[src/lrht_ram.sv]
// lrht_ram: generic single-write, single-read RAM with registered read data.
// No dependencies.
module lrht_ram #(
    parameter int WIDTH  = 8,
    parameter int DEPTH  = 64,
    parameter int ADDR_W = 6
) (
    input  logic              i_clk,
    input  logic              i_we,
    input  logic [ADDR_W-1:0] i_waddr,
    input  logic [WIDTH-1:0]  i_wdata,
    input  logic [ADDR_W-1:0] i_raddr,
    output logic [WIDTH-1:0]  o_rdata
);

    logic [WIDTH-1:0] r_mem [DEPTH];
    logic [WIDTH-1:0] r_rdata;

    always_ff @(posedge i_clk) begin
        if (i_we) begin
            r_mem[i_waddr] <= i_wdata;
        end
        r_rdata <= r_mem[i_raddr];
    end

    assign o_rdata = r_rdata;

endmodule

[config.mk]
export PLATFORM = sky130hd
export DESIGN_NAME = lrht_ram
export DESIGN_NICKNAME = d
export VERILOG_FILES = /design/src/lrht_ram.sv
export SDC_FILE = /design/constraint.sdc
export NUM_CORES = 1
export LEC_CHECK = 0
export ABC_CLOCK_PERIOD_IN_PS = 1800
export BUFFER_PORTS_ARGS = -buffer_cell sky130_fd_sc_hd__buf_2
export CAP_MARGIN = 20
export CORE_ASPECT_RATIO = 2
export CORE_MARGIN = 2
export CORE_UTILIZATION = 55
export DETAILED_ROUTE_END_ITERATION = 8
export PLACE_DENSITY = 0.74
export SLEW_MARGIN = 20
export SYNTH_ARGS = -nofsm -noshare
export SYNTH_HDL_FRONTEND = slang
export SYNTH_SLANG_ARGS = --single-unit
[constraint.sdc]
create_clock -name i_clk -period 1.8 [get_ports i_clk]
set_input_delay 0.18 -clock i_clk [delete_from_list [all_inputs] [get_ports i_clk]]
set_output_delay 0.18 -clock i_clk [all_outputs]
set_load 0.01 [all_outputs]
# Word-level counts from Yosys, hierarchy flattened
# Memory sizes are Yosys's and may differ from the RTL's. A register that Yosys moved wholly into a read port is not among the register bits.
# Cells that the tools add are included.
[classes]
multipliers = 0
eq_ne = 0
n_div = 0
order_cmp = 0
shifts = 0
n_addsub = 0
mux = 2
n_reduce_logical = 0
n_bitwise = 0
[op_table]
columns = ["operator", "count"]
rows = [
  ["$mux W1", 2],
]
[totals]
mem_bits_ro = 0
ramBits = 512
latchBits = 0
ff_bits = 0
mem_count = 1
inputBits = 22
[memory_table]
columns = ["name", "depth", "width", "rd", "rd_clocked_by_memory_dff", "wr", "line_no", "text"]
rows = [
  ["r_mem", 64, 8, 1, 1, 1, "16", "logic [WIDTH-1:0] r_mem [DEPTH];"],
]

# Logic depth before layout (Yosys ltp)
# Gate-level depths: netlist of run 1.
[logic_depth]
depth_word = 2
depth_mapped = 9

# Worst setup path before layout of run 1
# Ideal clock, no wire load.
[synth_path]
path_type = "input to register"
startpoint = "in i_raddr[1]"
endpoint = "reg r_rdata[3], in the netlist o_rdata[3] (read register of r_mem)"
stages = 7
n_path_buf = 3
arrival_ns = 1.720
setup_slack_ns = -0.048
setup_time_ns = 0.128
cell_sequence = "buf_4 > buf_2 > buf_2 > mux4_2 > mux4_2 > o21ai_1 > o41ai_1"
[synth_rtl]
columns = ["item", "line_no", "text"]
rows = [
  ["start, declared", "12", "input logic [ADDR_W-1:0] i_raddr,"],
  ["end, declared", "17", "logic [WIDTH-1:0] r_rdata;"],
]

==> results of run 1 <==
==> cell usage in the layout, fill, tap and decap left out, types with 4 or more instances in the layout <==
cell type	instances
a211oi_1	4
a221oi_1	4
buf_12	14
buf_2	25
buf_4	163
clkbuf_1	11
clkbuf_16	45
clkinv_1	7
clkinv_2	8
dfxtp_1	8
edfxtp_1	512
mux2_2	10
mux2i_1	23
mux4_2	126
nand2_1	19
nand2b_1	7
nand3_1	13
nor2_1	79
nor2b_1	13
o221ai_1	8
o22ai_1	8
==> repair_timing <==
item / CTS / global route
setup endpoints to repair: 8 / 8
resized for setup: 25 / 4
pin swaps: 2 / 2
==> power by group <==
part	switching [mW]	internal [mW]
Combinational	0.850	0.638
Sequential	0.0362	13.4
Clock	4.04	4.92
Total	4.93	18.9
==> kinds of logic after synthesis <==
group / share of synthesized area
muxes: 0.159
buffers and inverters: 0.0157
AOI/OAI and AO/OA: 0.0207
DFF: 0.770
and+or+nand+nor: 0.0339
==> per-layer routing <==
metal / vias up / routed length (um) / global-route usage
met1: 5318 / 15400 / 0.270
met5: - / 0 / 0
met2: 431 / 26200 / 0.463
met4: 0 / 2990 / 0.145
li1: 4312 / - / -
met3: 120 / 1930 / 0.0225
==> path summary, 6_finish.rpt <==
| check | cells after the start | from | to | slack, ns |
|---|---|---|---|---|
| worst max register to register | 5 | r_mem[58][0] | o_rdata[0] | -0.10 |
| worst max-delay path | 5 | r_mem[58][0] | o_rdata[0] | -0.10 |
| worst min register to register | 4 | r_mem[23][1] | o_rdata[1] | 0.84 |
| worst min-delay path | 2 | i_wdata[2] | r_mem[20][2] | 0.13 |
==> registers in the layout (all words and copies together), names as in the netlist <==
signal   flops
o_rdata      8
r_mem      512
==> cell type report <==
class | instances | area share
repair buffers | 203 | 0.0698
well taps | 454 | 0.0241
clock buffers | 57 | 0.0502
multi-input cells | 369 | 0.189
flip-flops and latches | 520 | 0.660
clock inverters | 21 | 0.00675
==> flow_summary.yaml, run 1 <==
place:
  dp_slack_ns: -0.556
  place_area_um2: 22100
  dp_hpwl_um: 31000
  gp_congestion: 0.891
  dp_cells: 1546
  io_buffers: 29
sta:
  finClkSkew_ns: 0.00919
  worstMarginPinSlew_ns: 0.770
  slew-limit-headroom: 0.486
  min_period_ns: 1.90
  hold_viol: 0
  slew_viol_final: 0
  tns_ns: -0.232
  min_period_over_period: 1.06
  rsz0062_at_grt: "yes"
  holdWs_ns: 0.133
  setup_viol: 4
  fmax_mhz: 525
  setup_ws_ns: -0.103
yosys:
  synthesis.nets: 962
  synth-edff-count: 512
  synth_flop_cell: "edfxtp_1"
  synthArstFlopShare: 0
  synth_common_cells: "512 x edfxtp_1, 126 x mux4_2, 83 x nor2_1, 23 x mux2i_1, 19 x nand2_1"
  syn_area_per_cell_um2: 21.5
  synth_top_area_share: 0.762
  ys_warn_count: 0
  netlist_area_um2: 20200
  yosys.area.top_type: "edfxtp_1"
  yosysUniqueCellTypes: 40
  ys_seq_area_frac: 0.770
  yosysMostFrequentCell: "edfxtp_1"
  synthTopCellsByArea: "edfxtp_1 76%, mux4_2 14%, nor2_1 1.5%"
  ys_seq_elements: 520
  synth_cells: 940
global_route:
  grt_overflow: 0
  grt_pass1_wl_um: 68200
  grt_pass1_vias: 10756
  grt.total_usage: 0.246
  grt_max_degree: 65
  antenna_found_initial: 0
drt:
  wl_per_cell_um: 28.6
  num_vias: 10181
  drc_errors: 0
  ant_nets: 0
  first_pass_iters: 7
  drt_iter0_drc: 999
  wirelength_um: 46500
  post_drt_via_cell_ratio: 6.27
floorplanning:
  ioPinCount: 30
  core_area_um2: 36300
  start_util: 0.556
  fp-row-count: 99
  die_y_um: 275
  dieWidth_um: 139
  dieArea_um2: 38300
clock_tree:
  clkSinkCount: 520
  clk_latency_ns: 0.55
  hold_buffers: 0
  tritoncts: "yes"
  clk_pin_slew_ns: 0.07
  htreeDepth: 2
  post_cts.repair.setup_buffers: 0
  cts.path.max_buffers: 3
  cts_root_buf: "clkbuf_16"
  cts_made_buffers: 42
pwr:
  p_leak_nw: 7.71
  p_per_area_nw_per_um2: 1010
  power_mw: 23.9
  ir_drop_mv: 0.820
final_layout:
  fin_cells: 1624
  final_area_um2: 23500
  diodes: 0
  area_growth_pct: 16.7
  multi_input_area_um2: 4450
  layout.nets: 1158
  area.sequential_um2: 15500
  nFillCells: 2341
  drive_gt1_frac: 0.358
  fin_util: 0.648
setup_path:
  path_buf_inv: 0
  worstPathCellList: "mux4_2 > mux2i_1 > o2111ai_1 > nand2_1 > o2bb2ai_1"
  critPathLaunchType: "register"
  crit_arrival_ns: 2.33
  slowest_delay_ns: 0.46
  cp_slowest_cell: "mux4_2"
  crit_required_ns: 2.23
  cp_top_family: "multiplexers"
  worstPathMaxFanout: 1
  end_kind: "register"
  crit_type: "register to register"
hold_path:
  hp-class: "input pin to register"
status:
  violations: "negative setup slack"
  outcome: "finished, violations left"
run:
  drv_cap: 0
Note: power is estimated with default switching activity, not from simulation.
==> inputs of run 2 (changes only) <==
==> constraint.sdc (replaced) <==
create_clock -name i_clk -period 1.8 [get_ports i_clk]
set_input_delay 0.09 -clock i_clk [delete_from_list [all_inputs] [get_ports i_clk]]
set_output_delay 0.09 -clock i_clk [all_outputs]
set_load 0.01 [all_outputs]
==> run 2 against run 1 <==
Compared with the run above:
- the flow still finishes with violations (negative setup slack)
- largest cell class unchanged
- critical endpoint is now o_rdata[1]
- largest power group unchanged
- via count down 1.1%
- clock skew up 0.0093 ns
- global-route usage up 0.35 points
==> flow_summary.yaml, run 2 (same netlist as run 1, synthesis figures left out) <==
status:
  outcome: "finished, violations left"
  violations: "negative setup slack"
hold_path:
  hp-class: "input pin to register"
pwr:
  pwr-share-seq: 0.550
  combinationalPowerShare: 0.060
  swShare: 0.204
  p_int_mw: 19.5
  power_mw: 24.4
  ir_drop_mv: 0.837
  p_switching_mw: 4.97
  p_per_area_nw_per_um2: 1040
  clock_power_share: 0.390
  p_leak_nw: 7.68
setup_path:
  crit_arrival_ns: 2.32
  rr_endpoint: "o_rdata[1]"
  ff2ff_path_depth: 5
  crit_start: "r_mem[10][1]"
  r2r-start: "r_mem[10][1]"
  end_kind: "register"
  crit_required_ns: 2.24
  crit_type: "register to register"
  worstPathMaxFanout: 1
  critPathLaunchType: "register"
  reg2reg_slack_ns: -0.08
  crit_path_end: "o_rdata[1]"
sta:
  worstMarginPinSlew_ns: 0.719
  rsz0062_at_grt: "yes"
  slew-limit-headroom: 0.521
  hold_viol: 0
  fmax_mhz: 533
  finClkSkew_ns: 0.0185
  min_period_over_period: 1.04
  min_period_ns: 1.88
  tns_ns: -0.272
  setup_ws_ns: -0.0757
  slew_viol_final: 0
  setup_viol: 5
clock_tree:
  cts.path.max_buffers: 3
  htreeDepth: 2
  clk_latency_ns: 0.55
  cts_root_buf: "clkbuf_16"
  clk_pin_slew_ns: 0.07
  cts_made_buffers: 41
  tritoncts: "yes"
  clkSinkCount: 520
final_layout:
  largest_register_ffs: 512
  mostFrequentLayoutCells: "512 x edfxtp_1, 145 x buf_4, 126 x mux4_2, 80 x nor2_1, 43 x clkbuf_16"
  layout.nets: 1143
  drive_gt1_frac: 0.356
  layout_commonest_cell: "edfxtp_1"
  diodes: 0
  fin_util: 0.649
  area_growth_pct: 16.7
  largest-register: "r_mem"
place:
  dp_hpwl_um: 31200
  io_buffers: 29
  gp_congestion: 0.858
floorplanning:
  dieWidth_um: 139
  fp-row-count: 99
  dieArea_um2: 38300
  ioPinCount: 30
  start_util: 0.556
  core_area_um2: 36300
  die_y_um: 275
global_route:
  grt_pass1_vias: 10647
  grt_max_degree: 65
  grt.total_usage: 0.250
  grt_overflow: 0
  antenna_found_initial: 2
  grt_pass1_wl_um: 68500
drt:
  ant_nets: 0
  post_drt_via_cell_ratio: 6.27
  wl_per_cell_um: 29.4
  first_pass_iters: 5
  num_vias: 10064
  wirelength_um: 47200
  drt_iter0_drc: 926
  drc_errors: 0
run:
  drv_cap: 0
==> run 2: cell types whose count changed in the layout (fill, tap and decap cells not counted), sizes merged <==
cell,previous run,this run
buf,202,185
clkbuf,58,49
bufinv,2,7
clkinv,17,13
clkinvlp,2,5
dlygate4sd3,0,3
inv,0,1
==> run 2: power by group through the flow <==
stage | Combinational [mW] | Clock, mW | Sequential, mW
after global routing | 1.55 | 10.1 | 13.4
after global placement | 1.39 | 0 | 13.7
after detailed placement | 1.42 | 0 | 13.7
after floorplan | 0.714 | 0 | 13.7
final | 1.47 | 9.53 | 13.4
after CTS | 1.46 | 9.66 | 13.4
==> run 2: per-layer routing <==
| layer | GRT usage | wire, um | vias up |
|---|---|---|---|
| li1 | - | - | 4273 |
| met1 | 0.275 | 15500 | 5267 |
| met2 | 0.470 | 26600 | 400 |
| met3 | 0.0279 | 2260 | 124 |
| met4 | 0.136 | 2790 | 0 |
| met5 | 0 | 0 | - |
==> run 2: through the flow <==
stage               instance area [um2]  hold WS [ns]  std cells  worst slack (ns)
floorplan                         20200         0.189        940            0.0423
global placement                  22000         0.505       1529            -0.497
detailed placement                22000         0.496       1529            -0.531
CTS                               23500        0.0393       1606           -0.0998
global route                      23500        0.0437       1606            -0.103
finish                            23500        0.0380       1606           -0.0757
==> run 2: repair_timing <==
item | in CTS | in global routing
pin swaps | 2 | 6
endpoints found under the hold margin | 4 | 0
endpoints found under the setup margin | 8 | 8
buffers inserted | 0 | 0
hold buffers | 3 | 0
gates resized for setup | 19 | 7
==> run 2: critical path, cell delays in order (launching register included) <==
cell and delay (ns):
edfxtp_1 0.44, mux4_2 0.48, mux4_2 0.49, nor2_4 0.18
nor3_2 0.06, o2bb2ai_1 0.13
==> run 2: final cells by class <==
type / count / area, um2
Clock buffer: 48 / 1100
Sequential cell: 520 / 15500
Timing Repair Buffer: 189 / 1570
Fill cell: 2318 / 12800
Clock inverter: 26 / 327
Multi-Input combinational cell: 369 / 4430
Tap cell: 454 / 568
==> run 2: how the worst min path moves through the flow <==
| stage | start | end | slack [ns] | cells past startpoint |
|---|---|---|---|---|
| after floorplan | i_wdata[0] | r_mem[0][0] | 0.19 | 0 |
| after CTS | i_wdata[1] | r_mem[56][1] | 0.04 | 2 |
| after detailed placement | o_rdata[0] | o_rdata[0] | 0.50 | 1 |
| after global placement | o_rdata[0] | o_rdata[0] | 0.50 | 1 |
| after global routing | i_wdata[3] | r_mem[55][3] | 0.04 | 2 |
| final | i_wdata[0] | r_mem[24][0] | 0.04 | 2 |
